==> src/rtl/flux_split_stencil_update_core_defines.svh <==
// Assertion macros used by the flux-split stencil core.
`ifndef FLUX_SPLIT_STENCIL_UPDATE_CORE_DEFINES_SVH
`define FLUX_SPLIT_STENCIL_UPDATE_CORE_DEFINES_SVH

// Same-cycle implication, checked on every rising edge outside reset.
`define FSU_ASSERT_NOW(lbl, ante, cons, msg) \
  lbl: assert property (@(posedge clk_i) disable iff (!rst_ni) (ante) |-> (cons)) \
    else $error(msg);

// Next-cycle implication, checked on every rising edge outside reset.
`define FSU_ASSERT_NEXT(lbl, ante, cons, msg) \
  lbl: assert property (@(posedge clk_i) disable iff (!rst_ni) (ante) |=> (cons)) \
    else $error(msg);

`endif

==> src/rtl/fsu_pkg.sv <==
// Package with widths, latencies, status codes and pipeline types of the stencil core.
`default_nettype none
package fsu_pkg;

  localparam int WORD_W   = 32;
  localparam int FRAC_W   = 16;
  localparam int TSTEP_W  = 31;
  localparam logic [TSTEP_W-1:0] TSTEP_RST = 31'd655;

  // Coefficient divider: numerator 3*(t+x)+4*y, divisor 3*J.
  localparam int NUM_W    = 36;
  localparam int DEN_W    = 34;
  localparam int DMAG_W   = 33;
  localparam int QUO_W    = 33;
  localparam int REM_W    = NUM_W + FRAC_W;

  // dt*J after the fraction shift.
  localparam int DTJ_W    = 47;

  localparam int DIV_LAT  = QUO_W + 3;
  localparam int FLUX_LAT = 4;
  localparam int UPD_LAT  = 3;
  localparam int TOTAL_LAT = DIV_LAT + FLUX_LAT + UPD_LAT + 1;

  localparam logic [1:0] ST_OK    = 2'd0;
  localparam logic [1:0] ST_JZERO = 2'd1;
  localparam logic [1:0] ST_SAT   = 2'd2;

  localparam logic signed [WORD_W-1:0] WMAX = {1'b0, {(WORD_W-1){1'b1}}};
  localparam logic signed [WORD_W-1:0] WMIN = {1'b1, {(WORD_W-1){1'b0}}};

  // Side data that waits beside the coefficient dividers.
  typedef struct packed {
    logic signed [WORD_W-1:0] uc;
    logic signed [WORD_W-1:0] ul;
    logic signed [WORD_W-1:0] ur;
    logic signed [WORD_W-1:0] ud;
    logic signed [WORD_W-1:0] uu;
    logic signed [DTJ_W-1:0]  dtj;
    logic                     jzero;
  } div_side_t;

  // Side data that waits beside the flux stage.
  typedef struct packed {
    logic signed [WORD_W-1:0] uc;
    logic signed [DTJ_W-1:0]  dtj;
    logic                     jzero;
    logic                     sat;
  } flux_side_t;

  // Side data that waits beside the update stage.
  typedef struct packed {
    logic                     jzero;
    logic                     sat;
    logic signed [WORD_W-1:0] rhs;
  } upd_side_t;

endpackage
`default_nettype wire

==> src/rtl/fsu_update.sv <==
// Explicit Euler update u + floor(dtJ*rhs / 2^F) with the product split in two halves.
`default_nettype none
module fsu_update (
  input  wire logic                               clk_i,
  input  wire logic                               rst_ni,
  input  wire logic                               valid_i,
  input  wire logic signed [fsu_pkg::WORD_W-1:0]  rhs_i,
  input  wire logic signed [fsu_pkg::DTJ_W-1:0]   dtj_i,
  input  wire logic signed [fsu_pkg::WORD_W-1:0]  uc_i,
  output logic                                    valid_o,
  output logic signed [fsu_pkg::WORD_W-1:0]       next_o,
  output logic                                    sat_o
);

  localparam int WW = fsu_pkg::WORD_W;
  localparam int FW = fsu_pkg::FRAC_W;
  localparam int DW = fsu_pkg::DTJ_W;
  localparam int HW = DW - FW;
  localparam int LW = FW + 1 + WW;
  localparam int HPW = HW + WW;
  localparam int SW = HPW + 1;

  logic [1:0] v_q;

  // Stage 1: low and high partial products of dtJ*rhs.
  logic signed [LW-1:0]  p_lo_q;
  logic signed [HPW-1:0] p_hi_q;
  logic signed [FW:0]    lo_part;
  logic signed [HW-1:0]  hi_part;
  logic signed [WW-1:0]  uc_q;

  always_comb begin
    lo_part = {1'b0, dtj_i[FW-1:0]};
    hi_part = dtj_i[DW-1:FW];
  end

  always_ff @(posedge clk_i) begin
    p_lo_q <= LW'(lo_part) * LW'(rhs_i);
    p_hi_q <= HPW'(hi_part) * HPW'(rhs_i);
    uc_q   <= uc_i;
  end

  // Stage 2: hi + floor(lo / 2^F) + u.
  logic signed [SW-1:0] sum_q;

  always_ff @(posedge clk_i) begin
    sum_q <= SW'(p_hi_q) + SW'(p_lo_q >>> FW) + SW'(uc_q);
  end

  // Stage 3: saturate.
  logic ovf;

  always_comb begin
    ovf = (sum_q[SW-1:WW-1] != {(SW-WW+1){1'b0}}) &&
          (sum_q[SW-1:WW-1] != {(SW-WW+1){1'b1}});
  end

  always_ff @(posedge clk_i or negedge rst_ni) begin
    if (!rst_ni) begin
      v_q     <= '0;
      valid_o <= 1'b0;
    end else begin
      v_q     <= {v_q[0], valid_i};
      valid_o <= v_q[1];
    end
  end

  always_ff @(posedge clk_i) begin
    sat_o <= ovf;
    if (ovf) begin
      next_o <= sum_q[SW-1] ? fsu_pkg::WMIN : fsu_pkg::WMAX;
    end else begin
      next_o <= sum_q[WW-1:0];
    end
  end

endmodule
`default_nettype wire

==> config.mk <==
export PLATFORM = sky130hd
export DESIGN_NAME = fsu_update
export DESIGN_NICKNAME = d
export VERILOG_FILES = /design/src/rtl/flux_split_stencil_update_core_defines.svh /design/src/rtl/fsu_pkg.sv /design/src/rtl/fsu_update.sv
export SDC_FILE = /design/constraint.sdc
export NUM_CORES = 2
export LEC_CHECK = 0
export ABC_CLOCK_PERIOD_IN_PS = 10020
export BUFFER_PORTS_ARGS = -buffer_cell sky130_fd_sc_hd__buf_4
export CAP_MARGIN = 25
export CORE_ASPECT_RATIO = 1.2
export CORE_MARGIN = 2
export CORE_UTILIZATION = 36
export CTS_CLUSTER_SIZE = 25
export DETAILED_ROUTE_END_ITERATION = 8
export GPL_ROUTABILITY_DRIVEN = 0
export PLACE_DENSITY = 0.54
export SLEW_MARGIN = 20
export SYNTH_ARGS = -nofsm -noshare
export SYNTH_HDL_FRONTEND = slang
export SYNTH_SLANG_ARGS = --single-unit
==> constraint.sdc <==
create_clock -name clk_i -period 10.02 [get_ports clk_i]
set_input_delay 0.501 -clock clk_i [delete_from_list [all_inputs] [get_ports clk_i]]
set_output_delay 0.501 -clock clk_i [all_outputs]
set_load 0.02 [all_outputs]
Word-level counts from Yosys, hierarchy flattened --
Cells that the tools add are included.
Word-level totals: bits in read-only memories 0, word-level logic and storage cells 17, input bits 114, memory bits (writable) 0, memories kept 0, latch bits 0, flip-flop bits (word level) 244
Operators by class: bitwise logic cells 0, shift operators 0, reductions and logical operators 2, div/mod/pow operators 0, order comparisons 0, $add $sub $neg 2, mux-type cells 2, equality and inequality tests 1, multiply operators 2
Operators by type and width (number):
- $add A63 B33 Y64 | 1
- $add A64 B32 Y64 | 1
- $mux W32 | 2
- $mul A31 B32 Y63 | 1
- $mul A17 B32 Y49 | 1
- $ne A33 B33 Y1 const B | 1
- $reduce_bool A33 Y1 | 1
- $logic_and A1 B1 Y1 | 1

Longest topological paths before layout --
depth after elaboration 3, mapped depth 30, depth with buffers taken out 27

Worst setup path after synthesis --
No wires, ideal clock.
path type in2reg, start point input rhs_i[31] (netlist name), end point register p_hi_q[61], arrival 7912 ps, library setup time 117 ps, path buffers 2, cell stages on the path 27, setup slack 1992 ps, cells stage by stage clkbuf_1 clkbuf_1 nand2_1 inv_1 fa_1 inv_1 fa_1 inv_1 fa_1 fa_1 inv_1 fa_1 inv_1 fa_1 inv_1 fa_1 fa_1 inv_1 ha_1 and2_1 or2_2 a21oi_1 inv_1 a21oi_1 o21ai_2 a2111oi_0 and4b_1
Between the ends: longest elaborated chain between the ends 1
RTL lines:
- from (decl) | line fsu_update.sv:7 | input wire logic signed [fsu_pkg::WORD_W-1:0] rhs_i,
- $mul A31 B32 Y63 | line fsu_update.sv:39 | p_hi_q <= HPW'(hi_part) * HPW'(rhs_i);
- to (signal assigned) | line fsu_update.sv:39
- to (decl) | line fsu_update.sv:27 | logic signed [HPW-1:0] p_hi_q;
No other way between the ends.

Final worst setup path --
start point input dtj_i[20] (netlist name), end point register p_hi_q[59]
Between the ends: longest elaborated chain between the ends 1
RTL lines:
- from (decl) | line fsu_update.sv:8 | input wire logic signed [fsu_pkg::DTJ_W-1:0] dtj_i,
- $mul A31 B32 Y63 | line fsu_update.sv:39
No other way between the ends.

==> metrics.md <==
| Metric | Value |
|---|---|
| Cts repair resizes | 0 |
| Fmax | 114 MHz |
| Slowest stage delay, CP | 0.88 ns |
| Status | finished clean |
| DR vias/cell | 4.88 |
| Layout Skew | 0.0300 ns |
| Die height | 460 um |
| Pre-CTS WS | 0.639 ns |
| TNS Setup | 0 ns |
| Hold Fails Final Rpt | 0 |
| Critical path type | in -> reg |
| Die ar. | 0.177 mm2 |
| Deepest clock path buffer count | 3 |
| Post-route DRC violation count | 0 |
| DR vias | 43.4k |
| CP endpoint kind | flop |
| CP arrival | 9.30 ns |
| Synth Cell Area | 0.0623 mm2 |
| ANT nets after route | 0 |
| Synthesized area per cell | 9.34 um2 |
| Initial antenna violation count | 20 |
| RSZ-0062 raised after global routing | false |
| Routed WL | 174 mm |
| Reg-to-reg slack, setup | 5.32 ns |
| Vias in the first global route | 49.4k |
| CORE AREA | 0.172 mm2 |
| Post-Synthesis Cells | 6,677 |
| H-tree Lvls | 1 |
| Distinct cells, synth | 83 |
| CP most frequent cell | fa_1 |
| Largest net degree at the start of global routing | 48 |
| Cts bufs inserted | 30 |
| Worst-path clk slew | 0.06 ns |
| Congestion Overflow GR | 0 |
| CP Launch Type | input port |
| CP bufs+invs | 8 |
| Share of cells above drive strength 1 | 4.31% |
| Worst slew margin | 31.2% |
| CP required | 10.52 ns |
| Post-layout min period | 8.81 ns |
| Synth warn | 0 |
| Ys async rst share | 1.32% |
| Initial core utilization | 36.2% |
| Die X-Extent | 384 um |
| Worst setup margin | 1.21 ns |
| Post-synthesis sequential area ratio | 7.35% |
| IO Pins | 148 |
| Iter 0 DRT Violations | 2,172 |
| Final nets | 8,669 |
| DP HPWL | 141 mm |
| Detailed Routing Iterations Pass 1 | 5 |
| Max cap viols | 0 |
| Ys flop type | dfxtp_1 |
| Wire per inst | 19.5 um |
| Fin. max-slew vios | 0 |
| Sink Count | 228 |
| Post-synth EDFFs | 0 |
| FF+latch count, synth | 228 |
| Port bufs | 147 |
| CP max-delay cell | fa_1 |
| Skew-Pair Late Insertion Delay | 0.63 ns |
| Core Rows | 167 |
| Worst hold-check path type | in -> async |
| Crit path max fanout | 32 |
| Synthesis-to-finish area growth | 7.08% |
| Final worst path period share | 87.9% |
| Post-Syn Nets | 8,750 |
| Root Buffer | clkbuf_16 |
| Final setup fails | 0 |
| CTS tree | built |
| Family with the most delay on the worst path | adder cells |
| First-pass GRT wire length | 281 mm |
| Least-Margin Pin Slew | 1.03 ns |
| Total Routing Usage GR | 20.7% |
==> layout make-up <==
| class | count | area (um2) |
|---|---|---|
| fill | 17457 | 106000 |
| multi-input combinational | 4522 | 50500 |
| inverter | 1587 | 5960 |
| sequential | 228 | 4580 |
| tap | 2281 | 2850 |
| timing repair buffer | 227 | 1800 |
| clock buffer | 37 | 827 |
| clock inverter | 18 | 181 |
| antenna | 4 | 10.0 |
==> worst paths after layout <==
check | start | to | cells after the start
max | dtj_i[20] | p_hi_q[59] | 27
min | rst_ni | v_q[1] | 2
max reg2reg | uc_q[31] | sum_q[63] | 12
min reg2reg | v_q[1] | valid_o | 0
max in group asynchronous | rst_ni | v_q[0] | 2
min in group clk_i | dtj_i[16] | p_hi_q[0] | 2
==> routing by layer <==
metal  part of all wire [%]  track usage (%)  routed length (um)  vias up
met5                  0.080                0                 140        -
met4                    4.2             7.72                7390       24
met3                    5.0             2.48                8750      243
met2                     49             36.1               86000      991
met1                     41             26.1               71600    22939
li1                       -                -                   -    19223
==> logic make-up (layout without fill, tap and decap cells) <==
family	Yosys count	in the layout	share of synthesized area [%]
AND/OR/NAND/NOR	1910	1910	15.0
multiplexers	1	1	0.0161
buffers and inverters	1927	1869	11.6
AO/OA/AOI/OAI	483	483	5.08
adder cells (fa/ha/maj)	1959	1959	58.6
other	0	4	0
XOR/XNOR	169	169	2.37
flip-flops	228	228	7.35
==> cell usage in the layout (no fill, tap or decap), drive strengths merged, types with 38 or more instances in the layout <==
| cell | n |
|---|---|
| fa | 1598 |
| nand3 | 38 |
| o21ai | 90 |
| xor2 | 55 |
| a21oi | 160 |
| xnor2 | 114 |
| nor2 | 87 |
| and2 | 698 |
| a21o | 82 |
| inv | 1590 |
| buf | 193 |
| dfxtp | 225 |
| nand2 | 942 |
| ha | 361 |
==> state kept, by name (all words and copies together), names as in the netlist <==
| name | count |
|---|---|
| sum_q | 64 |
| p_hi_q | 63 |
| p_lo_q | 33 |
| next_o | 32 |
| uc_q | 32 |
| v_q | 2 |
| sat_o | 1 |
| valid_o | 1 |
==> cell usage after synthesis (3+ instances only) <==
cell type,count,share of area (%)
and3_1,17,0.17
o21ai_2,3,0.042
a211oi_1,16,0.19
dfrtp_1,3,0.12
clkbuf_1,316,1.9
a21oi_2,5,0.070
nor2_1,86,0.52
a221o_1,5,0.080
nor4_1,13,0.13
o21ai_0,70,0.56
xnor2_1,114,1.6
or4_1,4,0.048
o21ai_1,17,0.14
a31oi_1,15,0.15
or2_2,4,0.040
buf_1,19,0.11
buf_2,3,0.024
nand2_1,942,5.7
o211ai_1,14,0.17
a21o_1,80,0.96
a211o_1,4,0.056
o22ai_1,3,0.030
a21boi_0,3,0.036
o21a_1,19,0.23
dfxtp_1,225,7.2
a221oi_1,3,0.042
nand3_1,38,0.31
ha_1,361,7.2
fa_1,1598,51
xor2_1,55,0.77
nor3_1,22,0.18
o21bai_1,22,0.26
o31ai_1,8,0.096
o31a_1,5,0.070
nand4_1,30,0.30
nand2b_1,17,0.17
a21oi_1,154,1.2
inv_1,1586,9.6
nor2b_1,22,0.22
o211ai_2,3,0.060
and2_1,698,7.0
or3_1,4,0.040
==> metrics by stage <==
step                cell area [um2]  cells  utilization [%]  hold WS [ns]
finish                        66700   8904             38.7         0.217
global route                  66700   8901             38.7         0.193
CTS                           66700   8899             38.7         0.151
detailed placement            65400   8810             37.9         0.292
global placement              65400   8809             37.9         0.290
floorplan                     62300   6677                -         0.205
==> what timing repair did <==
action,4_1_cts,5_1_grt
setup buffers,0,0
setup endpoints to repair,0,0
endpoints found under the hold margin,36,0
hold buffers,34,0
Power is not shown: default switching activity piles up to over one toggle a cycle in this logic, so the estimate is an artifact.
